<file path="config.mk">
export PLATFORM = sky130hd
export DESIGN_NAME = char_lcd_cursor_sequencer_top
export DESIGN_NICKNAME = d
export VERILOG_FILES = /design/src/hw/rtl/clcd_pkg.sv /design/src/hw/rtl/clcd_decode.sv /design/src/hw/rtl/char_lcd_cursor_sequencer_top.sv
export SDC_FILE = /design/constraint.sdc
export NUM_CORES = 1
export LEC_CHECK = 0
export BUFFER_PORTS_ARGS = -buffer_cell sky130_fd_sc_hd__buf_4
export CELL_PAD_IN_SITES_DETAIL_PLACEMENT = 0
export CELL_PAD_IN_SITES_GLOBAL_PLACEMENT = 1
export CORE_ASPECT_RATIO = 0.6
export CORE_MARGIN = 2
export CORE_UTILIZATION = 40
export DETAILED_ROUTE_END_ITERATION = 6
export PLACE_DENSITY = 0.7
export SYNTH_ARGS = -nofsm -noshare
export SYNTH_HDL_FRONTEND = slang
export SYNTH_SLANG_ARGS = --single-unit
</file>
<file path="constraint.sdc">
create_clock -name clock -period 5.9 [get_ports clock]
set_clock_uncertainty 0.1 [all_clocks]
set_input_delay 0.885 -clock clock [delete_from_list [all_inputs] [get_ports clock]]
set_output_delay 0.885 -clock clock [all_outputs]
set_load 0.1 [all_outputs]
</file>
<file path="src/hw/rtl/clcd_pkg.sv">
// ============================================================================
// clcd_pkg
// Shared types, command codes and helpers for the character LCD sequencer.
// ============================================================================
package clcd_pkg;

   // Default display geometry
   localparam int unsigned DEF_COLUMNS = 16;
   localparam int unsigned DEF_ROWS    = 2;

   // Operation codes
   localparam logic [2:0] OP_PRINT  = 3'd0;
   localparam logic [2:0] OP_SET    = 3'd1;
   localparam logic [2:0] OP_CLEAR  = 3'd2;
   localparam logic [2:0] OP_HOME   = 3'd3;
   localparam logic [2:0] OP_GLYPH  = 3'd4;

   // Control characters
   localparam logic [7:0] CHAR_TAB      = 8'd9;
   localparam logic [7:0] CHAR_NEWLINE  = 8'd10;
   localparam logic [7:0] CHAR_RETURN   = 8'd13;

   // Controller commands
   localparam logic [7:0] CMD_CLEAR     = 8'h01;
   localparam logic [7:0] CMD_HOME      = 8'h02;
   localparam logic [7:0] CMD_SET_CGRAM = 8'h40;
   localparam logic [7:0] CMD_SET_DDRAM = 8'h80;

   // Register select codes
   localparam logic RS_COMMAND = 1'b0;
   localparam logic RS_DATA    = 1'b1;

   // DDRAM base address of lines 1 to 4 (entry 0 is line 1)
   localparam logic [3:0][6:0] LINE_BASE = {7'h54, 7'h14, 7'h40, 7'h00};

   // Byte counts of one job
   localparam int unsigned      COUNT_W     = 4;
   localparam logic [COUNT_W-1:0] COUNT_NONE  = 4'd0;
   localparam logic [COUNT_W-1:0] COUNT_ONE   = 4'd1;
   localparam logic [COUNT_W-1:0] COUNT_TWO   = 4'd2;
   localparam logic [COUNT_W-1:0] COUNT_GLYPH = 4'd10;

   typedef struct packed {
      logic [2:0]  op;
      logic [7:0]  char_code;
      logic [2:0]  target_line;
      logic [4:0]  target_column;
      logic [3:0]  glyph_slot;
      logic [63:0] glyph_rows;
   } req_word_type;

   typedef struct packed {
      logic       register_select;
      logic [7:0] lcd_byte;
      logic       last;
   } rsp_word_type;

   typedef struct packed {
      logic [2:0] line;
      logic [4:0] column;
   } cursor_type;

   // Byte list of one item: head byte, optional glyph rows, trailing address
   typedef struct packed {
      logic [COUNT_W-1:0] count;
      logic               head_rs;
      logic [7:0]         head_byte;
      logic [63:0]        rows;
      logic [7:0]         tail_byte;
   } job_type;

   // Set DDRAM address command for a 1-based line and column
   function automatic logic [7:0] ddram_cmd(input logic [2:0] line, input logic [4:0] col);
      logic [2:0] line_idx;
      logic [6:0] addr;
      line_idx = line - 3'd1;
      addr     = LINE_BASE[line_idx[1:0]] + {2'b00, col} - 7'd1;
      return CMD_SET_DDRAM | {1'b0, addr};
   endfunction

endpackage

</file>
<file path="src/hw/rtl/clcd_decode.sv">
// ============================================================================
// clcd_decode
// Decodes one text operation into its byte list and the next cursor position.
// ============================================================================
module clcd_decode #(
   parameter int unsigned COLUMNS = clcd_pkg::DEF_COLUMNS,
   parameter int unsigned ROWS    = clcd_pkg::DEF_ROWS
) (
   input  clcd_pkg::req_word_type req,
   input  clcd_pkg::cursor_type   cursor,
   output clcd_pkg::job_type      job,
   output clcd_pkg::cursor_type   cursor_next
);
   import clcd_pkg::*;

   localparam logic [5:0] COLS_V = 6'(COLUMNS);
   localparam logic [2:0] ROWS_V = 3'(ROWS);

   logic [2:0] line_inc;
   logic [2:0] wrap_line;
   logic [5:0] col_inc;
   logic [5:0] tab_col;

   assign line_inc  = cursor.line + 3'd1;
   assign wrap_line = (line_inc > ROWS_V) ? 3'd1 : line_inc;
   assign col_inc   = {1'b0, cursor.column} + 6'd1;
   assign tab_col   = cursor.column[0] ? col_inc : ({1'b0, cursor.column} + 6'd2);

   always_comb begin
      job           = '0;
      job.rows      = req.glyph_rows;
      job.tail_byte = ddram_cmd(cursor.line, cursor.column);
      cursor_next   = cursor;
      unique case (req.op)
         OP_PRINT: begin
            priority if (req.char_code == CHAR_NEWLINE) begin
               if (cursor.line < ROWS_V) begin
                  job.count          = COUNT_ONE;
                  job.head_byte      = ddram_cmd(line_inc, 5'd1);
                  cursor_next.line   = line_inc;
                  cursor_next.column = 5'd1;
               end
            end else if (req.char_code == CHAR_TAB) begin
               if (tab_col < COLS_V) begin
                  job.count          = COUNT_ONE;
                  job.head_byte      = ddram_cmd(cursor.line, tab_col[4:0]);
                  cursor_next.column = tab_col[4:0];
               end
            end else if (req.char_code == CHAR_RETURN) begin
               job.count          = COUNT_ONE;
               job.head_byte      = ddram_cmd(cursor.line, 5'd1);
               cursor_next.column = 5'd1;
            end else begin
               job.head_rs   = RS_DATA;
               job.head_byte = req.char_code;
               if (col_inc > COLS_V) begin
                  // wrap to column 1 of the next line (line 1 after the last row), then re-address
                  job.count          = COUNT_TWO;
                  job.tail_byte      = ddram_cmd(wrap_line, 5'd1);
                  cursor_next.line   = wrap_line;
                  cursor_next.column = 5'd1;
               end else begin
                  job.count          = COUNT_ONE;
                  cursor_next.column = col_inc[4:0];
               end
            end
         end
         OP_SET: begin
            if (req.target_line >= 3'd1 && req.target_line <= ROWS_V &&
                req.target_column >= 5'd1 && {1'b0, req.target_column} <= COLS_V) begin
               job.count   = COUNT_ONE;
               job.head_byte = ddram_cmd(req.target_line, req.target_column);
               cursor_next.line   = req.target_line;
               cursor_next.column = req.target_column;
            end
         end
         OP_CLEAR, OP_HOME: begin
            job.count          = COUNT_ONE;
            job.head_byte      = (req.op == OP_CLEAR) ? CMD_CLEAR : CMD_HOME;
            cursor_next.line   = 3'd1;
            cursor_next.column = 5'd1;
         end
         OP_GLYPH: begin
            if (!req.glyph_slot[3]) begin
               job.count     = COUNT_GLYPH;
               job.head_byte = CMD_SET_CGRAM | {2'b00, req.glyph_slot[2:0], 3'b000};
            end
         end
         default: begin
            job.count = COUNT_NONE;
         end
      endcase
   end

endmodule

</file>
<file path="src/hw/rtl/char_lcd_cursor_sequencer_top.sv">
// ============================================================================
// char_lcd_cursor_sequencer_top
// Text operations in, character LCD command and data bytes out.
// ============================================================================
// Usage:
//   req_* channel takes one text operation per word (print, set cursor,
//   clear, home, load glyph). rsp_* channel gives one controller byte per
//   word, tagged command or data, with last set on the final byte of an item.
//   The first byte of an item goes through the job register, then the output
//   register, before it is on rsp.
//   Items of zero or one byte are taken at one item per cycle while rsp_stall
//   is low; a wrapping print gives two bytes and a glyph load ten. The byte
//   sequencer emits one byte a cycle from the job register while rsp_stall is
//   low; req_stall stays high until the last byte of the job leaves.
//   Items that cause no bytes are accepted and dropped.
//   Reset puts the cursor at line 1, column 1 and empties the job and output
//   registers. While rsp_stall is high with rsp_valid set, the output word
//   and the job register hold, so req stalls too once a job is waiting.
// ============================================================================
module char_lcd_cursor_sequencer_top #(
   parameter int unsigned COLUMNS = clcd_pkg::DEF_COLUMNS,
   parameter int unsigned ROWS    = clcd_pkg::DEF_ROWS
) (
   input  logic                   clock,
   input  logic                   reset,
   input  logic                   req_valid,
   output logic                   req_stall,
   input  clcd_pkg::req_word_type req_data,
   output logic                   rsp_valid,
   input  logic                   rsp_stall,
   output clcd_pkg::rsp_word_type rsp_data
);
   import clcd_pkg::*;

   // decoder outputs
   job_type      dec_job;
   cursor_type   dec_cursor;

   // job register and sequencer
   job_type            job_ff,       job_in;
   logic               job_valid_ff, job_valid_in;
   logic [COUNT_W-1:0] idx_ff,       idx_in;
   cursor_type         cursor_ff,    cursor_in;

   // output register
   rsp_word_type out_ff,       out_in;
   logic         out_valid_ff, out_valid_in;

   logic               out_free;
   logic               emit;
   logic               emit_last;
   logic               req_take;
   logic [COUNT_W-1:0] last_idx;
   logic [COUNT_W-1:0] row_idx;
   rsp_word_type       sel_word;

   clcd_decode #(
      .COLUMNS (COLUMNS),
      .ROWS    (ROWS)
   ) u_decode (
      .req         (req_data),
      .cursor      (cursor_ff),
      .job         (dec_job),
      .cursor_next (dec_cursor)
   );

   // Output register frees when empty or being taken this cycle
   assign out_free  = !out_valid_ff || !rsp_stall;
   assign emit      = job_valid_ff && out_free;
   assign last_idx  = job_ff.count - COUNT_ONE;
   assign emit_last = emit && (idx_ff == last_idx);

   // Accept a new item only when the job register is empty or empties this cycle
   assign req_stall = job_valid_ff && !emit_last;
   assign req_take  = req_valid && !req_stall;

   // Pick the byte at the sequencer index: head, glyph rows, then address
   assign row_idx = idx_ff - COUNT_ONE;
   always_comb begin
      sel_word.last = (idx_ff == last_idx);
      if (idx_ff == COUNT_NONE) begin
         sel_word.register_select = job_ff.head_rs;
         sel_word.lcd_byte        = job_ff.head_byte;
      end else if (idx_ff == last_idx) begin
         sel_word.register_select = RS_COMMAND;
         sel_word.lcd_byte        = job_ff.tail_byte;
      end else begin
         sel_word.register_select = RS_DATA;
         sel_word.lcd_byte        = job_ff.rows[{row_idx[2:0], 3'b000} +: 8];
      end
   end

   always_comb begin
      job_in       = job_ff;
      job_valid_in = job_valid_ff;
      idx_in       = idx_ff;
      cursor_in    = cursor_ff;
      if (req_take) begin
         // load the next job; drop items that cause no bytes
         job_in       = dec_job;
         job_valid_in = (dec_job.count != COUNT_NONE);
         idx_in       = COUNT_NONE;
         cursor_in    = dec_cursor;
      end else if (emit_last) begin
         job_valid_in = 1'b0;
      end else if (emit) begin
         idx_in = idx_ff + COUNT_ONE;
      end

      out_in       = out_ff;
      out_valid_in = out_valid_ff;
      if (emit) begin
         out_in       = sel_word;
         out_valid_in = 1'b1;
      end else if (out_free) begin
         out_valid_in = 1'b0;
      end
   end

   always_ff @(posedge clock) begin
      if (reset) begin
         job_valid_ff     <= 1'b0;
         idx_ff           <= COUNT_NONE;
         cursor_ff.line   <= 3'd1;
         cursor_ff.column <= 5'd1;
         out_valid_ff     <= 1'b0;
      end else begin
         job_valid_ff <= job_valid_in;
         idx_ff       <= idx_in;
         cursor_ff    <= cursor_in;
         out_valid_ff <= out_valid_in;
      end
   end

   always_ff @(posedge clock) begin
      job_ff <= job_in;
      out_ff <= out_in;
   end

   assign rsp_valid = out_valid_ff;
   assign rsp_data  = out_ff;

`ifndef SYNTHESIS
   // Sequencer index stays inside the job's byte list
   assert property (@(posedge clock) disable iff (reset)
      job_valid_ff |-> (idx_ff < job_ff.count))
      else $error("byte index ran past job length");

   // Cursor always holds a legal display position
   assert property (@(posedge clock) disable iff (reset)
      (cursor_ff.line >= 3'd1) && (cursor_ff.line <= 3'(ROWS)) &&
      (cursor_ff.column >= 5'd1) && ({1'b0, cursor_ff.column} <= 6'(COLUMNS)))
      else $error("cursor left the display");

   // A new item enters a busy job register only as its last byte leaves
   assert property (@(posedge clock) disable iff (reset)
      (req_take && job_valid_ff) |-> emit_last)
      else $error("job overwritten before it drained");

   // Index advances by exactly one byte per emitted word within a job
   assert property (@(posedge clock) disable iff (reset)
      (emit && !emit_last) |=> (idx_ff == $past(idx_ff) + COUNT_ONE))
      else $error("byte index skipped");

   // Output register is empty right after reset
   assert property (@(posedge clock)
      reset |=> !out_valid_ff)
      else $error("output valid after reset");
`endif

endmodule
</file>
==> flow_metrics.env <==
export IMPL_ys_seq_area_share_pct=52.9
export IMPL_totalWireLength_um=14800
export IMPL_synth_edff_count=93
export IMPL_placement_io_buffers=102
export IMPL_max_slew_margin_rel_pct=18.4
export IMPL_fp_row_count=34
export IMPL_yosys_warnings=0
export IMPL_hold_viol_final=0
export IMPL_async_flop_share_pct=0
export IMPL_grt_total_usage_pct=19.9
export IMPL_dp_hpwl_um=11400
export IMPL_postSynthCellCount=492
export IMPL_cts_buffers=9
export IMPL_ios=103
export IMPL_detailedRoute_firstPassIterationCount=4
export IMPL_fin_ws_ps=2420
export IMPL_clk_pin_slew_worst_paths_ps=70
export IMPL_core_mm2=0.0143
export IMPL_netlist_area_mm2=0.00581
export IMPL_viasPerCell=5.28
export IMPL_wl_per_cell_um=18.7
export IMPL_min_period_over_period_pct=59.1
export IMPL_worstSetupPathType="reg -> reg"
export IMPL_antenna_cells=0
export IMPL_ant_nets=0
export IMPL_setup_viol=0
export IMPL_syn_num_nets=616
export IMPL_yosys_area_top_type="edfxtp_1"
export IMPL_post_dp_cell_area_mm2=0.00677
export IMPL_outcome="completed"
export IMPL_drive_above_1_share_pct=24.9
export IMPL_crit_required_ps=5870
export IMPL_cts_hold_buf=0
export IMPL_htree_levels=3
export IMPL_grt_max_degree=85
export IMPL_rsz0062_at_grt="no"
export IMPL_crit_chain="ha_1, nand2_1, nor3b_1, a21oi_1, ha_1, inv_1, ha_1, ha_1, nor2b_1, nor3_1, and4bb_1, xnor2_1, a21oi_1, o221ai_1"
export IMPL_nets=713
export IMPL_critPathLaunchType="flop"
export IMPL_fin_cells=792
export IMPL_pre_cts_ws_ps=2490
export IMPL_arrival_ps=3460
export IMPL_synth_area_leaders="edfxtp_1 (48%), ha_1 (6.7%), mux4_2 (6.2%)"
export IMPL_area_growth_pct=21.3
export IMPL_post_cts_setup_buffers=0
export IMPL_yosysUniqueCellTypes=67
export IMPL_crit_slowest_cell="dfxtp_1"
export IMPL_finalMaxSlewViolations=0
export IMPL_crit_fanout=11
export IMPL_drv_cap=0
export IMPL_die_w_um=160
export IMPL_max_freq_ghz=0.287
export IMPL_synth_ff_type="edfxtp_1"
export IMPL_synth_area_per_cell_um2=11.8
export IMPL_cts_tree="done"
export IMPL_fillers=1334
export IMPL_fin_util_pct=49.1
export IMPL_yosys_register_bits=107
export IMPL_ctsLongestPathBuffers=2
export IMPL_hold_path_class="reg -> reg"
export IMPL_routed_via_count=4183
export IMPL_setup_tns_ps=0
export IMPL_dieArea_mm2=0.0155
export IMPL_p_leak_nw=2.76
export IMPL_grt_overflow_total=0
export IMPL_tightest_slew_ps=1220
export IMPL_cpPeakStageDelay_ps=610
export IMPL_antenna_found_initial=0
export IMPL_cts_sinks=107
export IMPL_place_congestion=0.880
export IMPL_dp_cells=776
export IMPL_powerDensity_mw_per_mm2=272
export IMPL_crit_top_cell="ha_1"
export IMPL_start_util_pct=40.5
export IMPL_first_iter_violations=312
export IMPL_clk_latency_ps=350
export IMPL_period_needed_ps=3480
export IMPL_grt_pass1_vias=4060
export IMPL_drc=0
export IMPL_final_cell_area_mm2=0.00704
export IMPL_cts_root_buf="clkbuf_16"
export IMPL_synth_top_area_share_pct=48.1
export IMPL_end_kind="flop"
export IMPL_postCtsResizedCells=0
export IMPL_grt_pass1_wl_um=23400
export IMPL_vdd_ir_drop_max_uv=124
export IMPL_die_h_um=97.3
==> worst max-delay path: cells and delay by family, from the launching register on <==
| kind | cells | cell delay (ps) |
|---|---|---|
| XOR/XNOR | 1 | 140 |
| flip-flops | 1 | 610 |
| AO/OA/AOI/OAI | 3 | 430 |
| buffers and inverters | 1 | 60 |
| AND/OR/NAND/NOR | 5 | 820 |
| adder cells (fa/ha/maj) | 4 | 1060 |
==> synth_stat cells (12+ instances only) <==
cell / number
mux2i_1: 13
xnor2_1: 13
o21ai_0: 19
dfxtp_1: 14
inv_1: 34
nand2_1: 39
a21oi_1: 24
o21ai_1: 12
edfxtp_1: 93
nand3_1: 16
nor2_1: 38
ha_1: 31
mux4_2: 16
==> cells by family after synthesis <==
family / count (synthesis) / synth area share, %
mux: 30 / 8.64
xor+xnor: 23 / 3.60
compound gates: 99 / 10.8
fa+ha+maj: 33 / 7.37
simple gates: 146 / 13.0
flops: 107 / 52.9
buf+inv: 54 / 3.73
==> through the flow <==
| step | total power, mW | hold WS, ps |
|---|---|---|
| 4_1_cts | 1.93 | 399 |
| 2_1_floorplan | 1.22 | 353 |
| 5_1_grt | 2.01 | 438 |
| 3_5_place_dp | 1.36 | 385 |
| 3_3_place_gp | 1.35 | 374 |
| 6_report | 1.91 | 404 |
==> cells in the final DEF (no fill, tap or decap), types with 16 or more instances in the layout <==
master and count:
edfxtp_1 93, nor2_1 38, mux4_2 16, buf_4 105, nand3_1 16, nand2_1 39
ha_1 31, o21ai_0 19, inv_1 34, a21oi_1 24
==> layout make-up <==
class	count	area (µm²)	share of cell area, %
sequential	107	3070	43.6
multi-input combinational	331	2520	35.9
timing repair buffer	105	788	11.2
tap	198	248	3.52
clock buffer	10	229	3.25
inverter	35	131	1.87
clock inverter	6	48.8	0.693
==> sequential cells by signal, indices dropped and copies added, names as in the netlist <==
signal        cells
cursor_ff         8
idx_ff            4
job_ff           83
job_valid_ff      1
rsp_data         10
rsp_valid         1
==> routing by layer <==
metal  up-vias  share of wire, %  track usage [%]  wire, µm
met5         -                 0                0         0
met4         0              0.24             3.57        36
met3         6               6.2             4.74       923
met2       122                42             27.7      6210
met1      2026                52             31.4      7670
li1       2029                 -                -         -
==> final timing paths <==
path | depth (start not counted) | end | slack (ps) | startpoint
max | 14 | job_ff[78]$_DFFE_PP_ | 2420 | cursor_ff[0]$_SDFFE_PP1P_
min | 2 | rsp_valid$_SDFFE_PP0P_ | 400 | job_valid_ff$_SDFFE_PP0P_
max reg2reg | 14 | job_ff[78]$_DFFE_PP_ | 2420 | cursor_ff[0]$_SDFFE_PP1P_
min reg2reg | 2 | rsp_valid$_SDFFE_PP0P_ | 400 | job_valid_ff$_SDFFE_PP0P_
==> power by group <==
group          leakage [nW]  internal [mW]  total [mW]  switching [mW]
combinational          1.61          0.176       0.424           0.248
clock                 0.133          0.291       0.565           0.274
sequential             1.02          0.898       0.924          0.0263
total                  2.76           1.36        1.91           0.548
No activity file was read; power rests on OpenSTA's default activity.
